--- src/hw/rtl/pea_pkg.sv ---
// Package: shared constants, types and status codes of the page extent allocator.
package pea_pkg;
  localparam int MaxExtents = 16;
  localparam int CountBits  = 24;
  localparam int PageBits   = 40;
  localparam int IdxBits    = $clog2(MaxExtents);
  localparam int UsedBits   = $clog2(MaxExtents + 1);

  typedef logic [PageBits-1:0]  page_t;
  typedef logic [CountBits-1:0] len_t;
  typedef logic [IdxBits-1:0]   idx_t;
  typedef logic [UsedBits-1:0]  used_t;

  typedef enum logic [2:0] {
    ST_OK      = 3'd0,
    ST_NOFIT   = 3'd1,
    ST_OVERLAP = 3'd2,
    ST_FULL    = 3'd3,
    ST_ZERO    = 3'd4
  } status_t;

  localparam logic CMD_ALLOC = 1'b0;
  localparam logic CMD_FREE  = 1'b1;

  // table edit the controller asks of the datapath
  typedef enum logic [2:0] {
    OP_NONE   = 3'd0,
    OP_SHRINK = 3'd1,
    OP_DROP   = 3'd2,
    OP_GROWLO = 3'd3,
    OP_GROWHI = 3'd4,
    OP_MERGE  = 3'd5,
    OP_OPEN   = 3'd6
  } op_t;

  typedef struct packed {
    logic load;   // capture the request
    logic scan;   // evaluate the table
    logic apply;  // perform the edit
  } cmd_t;

  typedef struct packed {
    status_t status;
    op_t     op;
  } stat_t;
endpackage

--- src/hw/rtl/pea_ctrl.sv ---
// Controller: sequences load, scan, apply and result hand-off.
module pea_ctrl (
  input  logic           clk,
  input  logic           rst,
  input  logic           in_valid,
  output logic           in_ready,
  output logic           out_valid,
  input  logic           out_ready,
  output pea_pkg::cmd_t  cmd
);
  typedef enum logic [3:0] {
    S_IDLE  = 4'b0001,
    S_SCAN  = 4'b0010,
    S_APPLY = 4'b0100,
    S_OUT   = 4'b1000
  } state_t;

  state_t state, state_next;

  always_comb begin
    state_next = state;
    unique case (state)
      S_IDLE:  if (in_valid) state_next = S_SCAN;
      S_SCAN:  state_next = S_APPLY;
      S_APPLY: state_next = S_OUT;
      S_OUT:   if (out_ready) state_next = S_IDLE;
      default: state_next = S_IDLE;
    endcase
  end

  always_ff @(posedge clk) begin
    if (rst) state <= S_IDLE;
    else     state <= state_next;
  end

  assign in_ready  = state == S_IDLE;
  assign out_valid = state == S_OUT;
  assign cmd = '{load:  in_valid && in_ready,
                 scan:  state == S_SCAN,
                 apply: state == S_APPLY};

  a_onehot: assert property (@(posedge clk) disable iff (rst)
    $onehot(state)) else $error("state not one-hot");
  a_seq: assert property (@(posedge clk) disable iff (rst)
    cmd.load |=> cmd.scan ##1 cmd.apply) else $error("sequence broken");
  a_excl: assert property (@(posedge clk) disable iff (rst)
    !(in_ready && out_valid)) else $error("accept while holding result");
endmodule

--- config.mk ---
export PLATFORM = sky130hd
export DESIGN_NAME = pea_ctrl
export DESIGN_NICKNAME = d
export VERILOG_FILES = /design/src/hw/rtl/pea_pkg.sv /design/src/hw/rtl/pea_ctrl.sv
export SDC_FILE = /design/constraint.sdc
export NUM_CORES = 1
export LEC_CHECK = 0
export ABC_AREA = 1
export BUFFER_PORTS_ARGS = -buffer_cell sky130_fd_sc_hd__buf_2
export CORE_AREA = 2 2 39 41
export CTS_BUF_LIST = sky130_fd_sc_hd__clkbuf_4
export DETAILED_ROUTE_END_ITERATION = 16
export DIE_AREA = 0 0 41 43
export PLACE_DENSITY = 0.4
export REMOVE_ABC_BUFFERS = 1
export SLEW_MARGIN = 5
export SYNTH_ARGS = -nofsm -noshare
export SYNTH_HDL_FRONTEND = slang
export SYNTH_SLANG_ARGS = --single-unit
--- constraint.sdc ---
create_clock -name clk -period 1.6 [get_ports clk]
set_input_delay 0.24 -clock clk [delete_from_list [all_inputs] [get_ports clk]]
set_output_delay 0.24 -clock clk [all_outputs]
set_load 0.01 [all_outputs]
# ---- After elaboration in Yosys (flattened, before gate mapping)
# Cells that the tools add are included.
dict set report totals {
  input_bits 4
  output_inout_bits 5
  register_bits 4
}
dict set report classes {
  reduce_logical 2
  mux 3
  n_eq_ne 6
}
# operator count
set op_table {}
lappend op_table {{4-bit case mux with 4 select lines} 1}
lappend op_table {{4-bit two-way mux} 2}
lappend op_table {{4-bit by 1-bit == test with 1-bit output (second input constant)} 1}
lappend op_table {{4-bit by 2-bit == test with 1-bit output (second input constant)} 1}
lappend op_table {{4-bit by 3-bit == test with 1-bit output (second input constant)} 1}
lappend op_table {{4-bit == test (second input constant)} 1}
lappend op_table {{2-bit by 1-bit != test with 1-bit output (second input constant)} 1}
lappend op_table {{2-bit != test (second input constant)} 1}
lappend op_table {{2-bit AND reduction} 1}
lappend op_table {{1-bit logical AND} 1}

# ---- Depth between registers and ports, before layout
dict set report logic_depth {
  ltp_word 3
  mapped_depth 7
  ltp_nobuf 7
}

# ---- Least setup slack after synthesis
# Ideal clock, no wire load.
dict set report synth_path {
  path_type {register -> output}
  from {reg state[3]}
  to {out out_valid}
  required_time_ns 1.360
  slack_ns 0.559
  arrival_ns 0.801
  path_stages_with_launch 3
  cell_sequence {dfxtp_1 -> inv_1 -> nor4_1}
}
dict set report synth_between {
  elab_chain_cells 1
}
# element line_no
set synth_rtl {}
lappend synth_rtl {{start, declared} pea_ctrl.sv:18} ;# state_t state, state_next;
lappend synth_rtl {{start signal, assigned} pea_ctrl.sv:33} ;# else state <= state_next;
lappend synth_rtl {{4-bit == test} pea_ctrl.sv:37} ;# assign out_valid = state == S_OUT;
lappend synth_rtl {{end, declared} pea_ctrl.sv:7} ;# output logic out_valid,
# Every way passes these cells.

# ---- Final worst setup path
# Same ends and word-level chain as after synthesis.

==> results.py <==
metrics = {
    "synth": {
        "avgSynthCellArea_sq_um": 5.84,
        "synth_top_area_share_pct": 35.2,
        "netlist.top_cell.by_area": "dfxtp_1",
        "synth-main-ff-cell": "dfxtp_1",
        "synth_edf_count": 0,
        "netlist_top_cells_count": "9 x inv_1, 8 x nand2_1, 7 x nor2_1",
        "ys_ff_latch": 4,
        "synth.most_common_cell": "inv_1",
        "seq_area_frac_synth_pct": 35.2,
        "yosysWarnings": 0,
        "synth_cell_types": 11,
        "syn_area_sq_um": 228,
        "netlist_instances": 39,
        "synthArstFlopShare_pct": 0,
        "yosys-top-cells-area": "dfxtp_1 35%, inv_1 15%, nand2_1 13%",
    },
    "min_path": {
        "worstHoldPathType": "primary input to register",
    },
    "worst_setup_path": {
        "rrSetupSlack_ps": 670,
        "crit_path_start_kind": "register",
        "crit_required_ps": 1360,
        "path_class": "register to primary output",
        "cp-end-kind": "primary output",
        "cp_max_fo": 3,
        "crit_arrival_ps": 1070,
    },
    "floorplanning": {
        "die_x_um": 41,
        "start_util_pct": 16.5,
        "die_h_um": 43,
        "rows": 14,
        "die_area_sq_um": 1760,
        "core_area_sq_um": 1380,
        "ioPinCount": 9,
    },
    "power": {
        "clkPwrFrac_pct": 42.2,
        "p_switching_mw": 0.0797,
        "power_frac_seq_pct": 38.8,
        "p_total_mw": 0.292,
        "p_comb_share_pct": 19.0,
        "peakVddDrop_mv": 0.332,
        "internal_power_mw": 0.213,
        "powerDensity_nw_per_um2": 966,
        "p_leak_nw": 0.193,
        "p_sw_share_pct": 27.3,
    },
    "global_route": {
        "grt_first_pass_wirelength_um": 752,
        "grt_antenna_before_repair": 0,
        "grt_overflow": 0,
        "grt_pass1_vias": 200,
        "grt_max_degree": 5,
        "grt_usage_pct": 6.73,
    },
    "clocking": {
        "cts-htree-levels": 1,
        "cts_resized": 0,
        "clk_latency_ps": 230,
        "clk_path_buf_depth": 2,
        "cts_setup_buffers": 0,
        "hold_buffers": 0,
        "clkTransAtPathRegs_ps": 40,
        "cts_tree": "built",
        "cts_root_buf": "clkbuf_4",
        "cts_buffers": 3,
        "numClockSinks": 4,
    },
    "routing": {
        "first_iter_violations": 2,
        "vias_per_cell": 3.68,
        "totalWireLength_um": 472,
        "wl_met1_um": 243,
        "drc": 0,
        "wl_met3_um": 46,
        "ant_nets": 0,
        "dr_wl_met2_um": 182,
        "wire_per_inst_um": 7.26,
        "vias": 239,
        "topRoutingLayerUsed": "met3",
        "dr.pass1.iters": 2,
    },
    "timing": {
        "worst_pin_slew_ps": 233,
        "finClkSkew_ps": 4.46,
        "relSlewSlack_pct": 84.3,
        "worst_slack_ps": 291,
        "grt_setup_unrepaired": "no",
        "drv_slew": 0,
        "fmax_ghz": 0.764,
        "hold_violations": 0,
        "setup_viol": 0,
        "min_period_over_period_pct": 81.8,
        "period_needed_ps": 1310,
        "tns_ps": 0,
    },
    "layout": {
        "drive_above_1_share_pct": 32.7,
        "syn_to_final_growth_pct": 33.0,
        "largest-register": "state",
        "largest_reg_flops": 4,
        "num_antenna_cells": 0,
        "utilization_pct": 21.9,
        "nets": 55,
        "top_regs": "state x4",
    },
    "place": {
        "io_buffers": 8,
        "place_congestion": 0.674,
        "hpwl_um": 390,
        "dpl_worst_slack_ps": 519,
    },
    "run_status": {
        "status": "finished clean",
    },
    "job": {
        "cap_violations": 0,
    },
}
==> cell families after synthesis <==
| group | Yosys count | synth area share [%] |
|---|---|---|
| AND/OR/NAND/NOR | 21 | 39.6 |
| buffers and inverters | 13 | 23.1 |
| AO/OA/AOI/OAI | 1 | 2.20 |
| flip-flops | 4 | 35.2 |
==> per-stage QoR <==
stage | hold WS, ps | instance area (sq um) | std cells
final | 215 | 303 | 65
after global routing | 218 | 303 | 65
after CTS | 212 | 303 | 65
after detailed placement | 459 | 280 | 62
after global placement | 466 | 280 | 62
after floorplan | 309 | 220 | 38
==> final cells by class <==
| type | count | area [sq um] |
|---|---|---|
| repair buffers | 8 | 40.0 |
| well taps | 16 | 20.0 |
| flip-flops and latches | 4 | 80.1 |
| clock buffers | 3 | 22.5 |
| inverters | 12 | 45.0 |
| multi-input cells | 22 | 95.1 |
| fillers | 158 | 1080 |
==> critical path, cell delays in order, from the launching register on <==
cell and delay, ps:
dfxtp_1 360, inv_1 70, nor4_1 230, buf_2 180
==> cells in the final DEF, fill, tap and decap left out <==
master,n
inv_1,9
nand2_1,8
buf_2,8
nor2_1,7
dfxtp_1,4
inv_2,3
clkbuf_4,3
nor2_2,2
nand3_1,2
nor4_1,1
nor3_1,1
a21oi_1,1
==> per-layer routing <==
metal / vias to the layer above / GRT usage (%)
li1: 133 / -
met1: 96 / 8.36
met2: 10 / 7.19
met3: 0 / 4.71
met4: 0 / 6.00
met5: - / 0
==> power groups by stage <==
| stage | Clock, mW | Combinational [mW] | Sequential, mW |
|---|---|---|---|
| 2_1_floorplan | 0 | 0.0385 | 0.114 |
| 3_3_place_gp | 0 | 0.0568 | 0.115 |
| 3_5_place_dp | 0 | 0.0558 | 0.115 |
| 4_1_cts | 0.128 | 0.0561 | 0.114 |
| 5_1_grt | 0.134 | 0.0641 | 0.114 |
| 6_report | 0.123 | 0.0556 | 0.114 |
==> final timing paths <==
path | from | end | cells past startpoint
hold / removal | rst | state[3] | 2
setup / recovery | state[3] | out_valid | 3
hold reg to reg | state[1] | state[2] | 4
setup reg to reg | state[2] | state[0] | 6
Power figures use the tool's default switching activity.
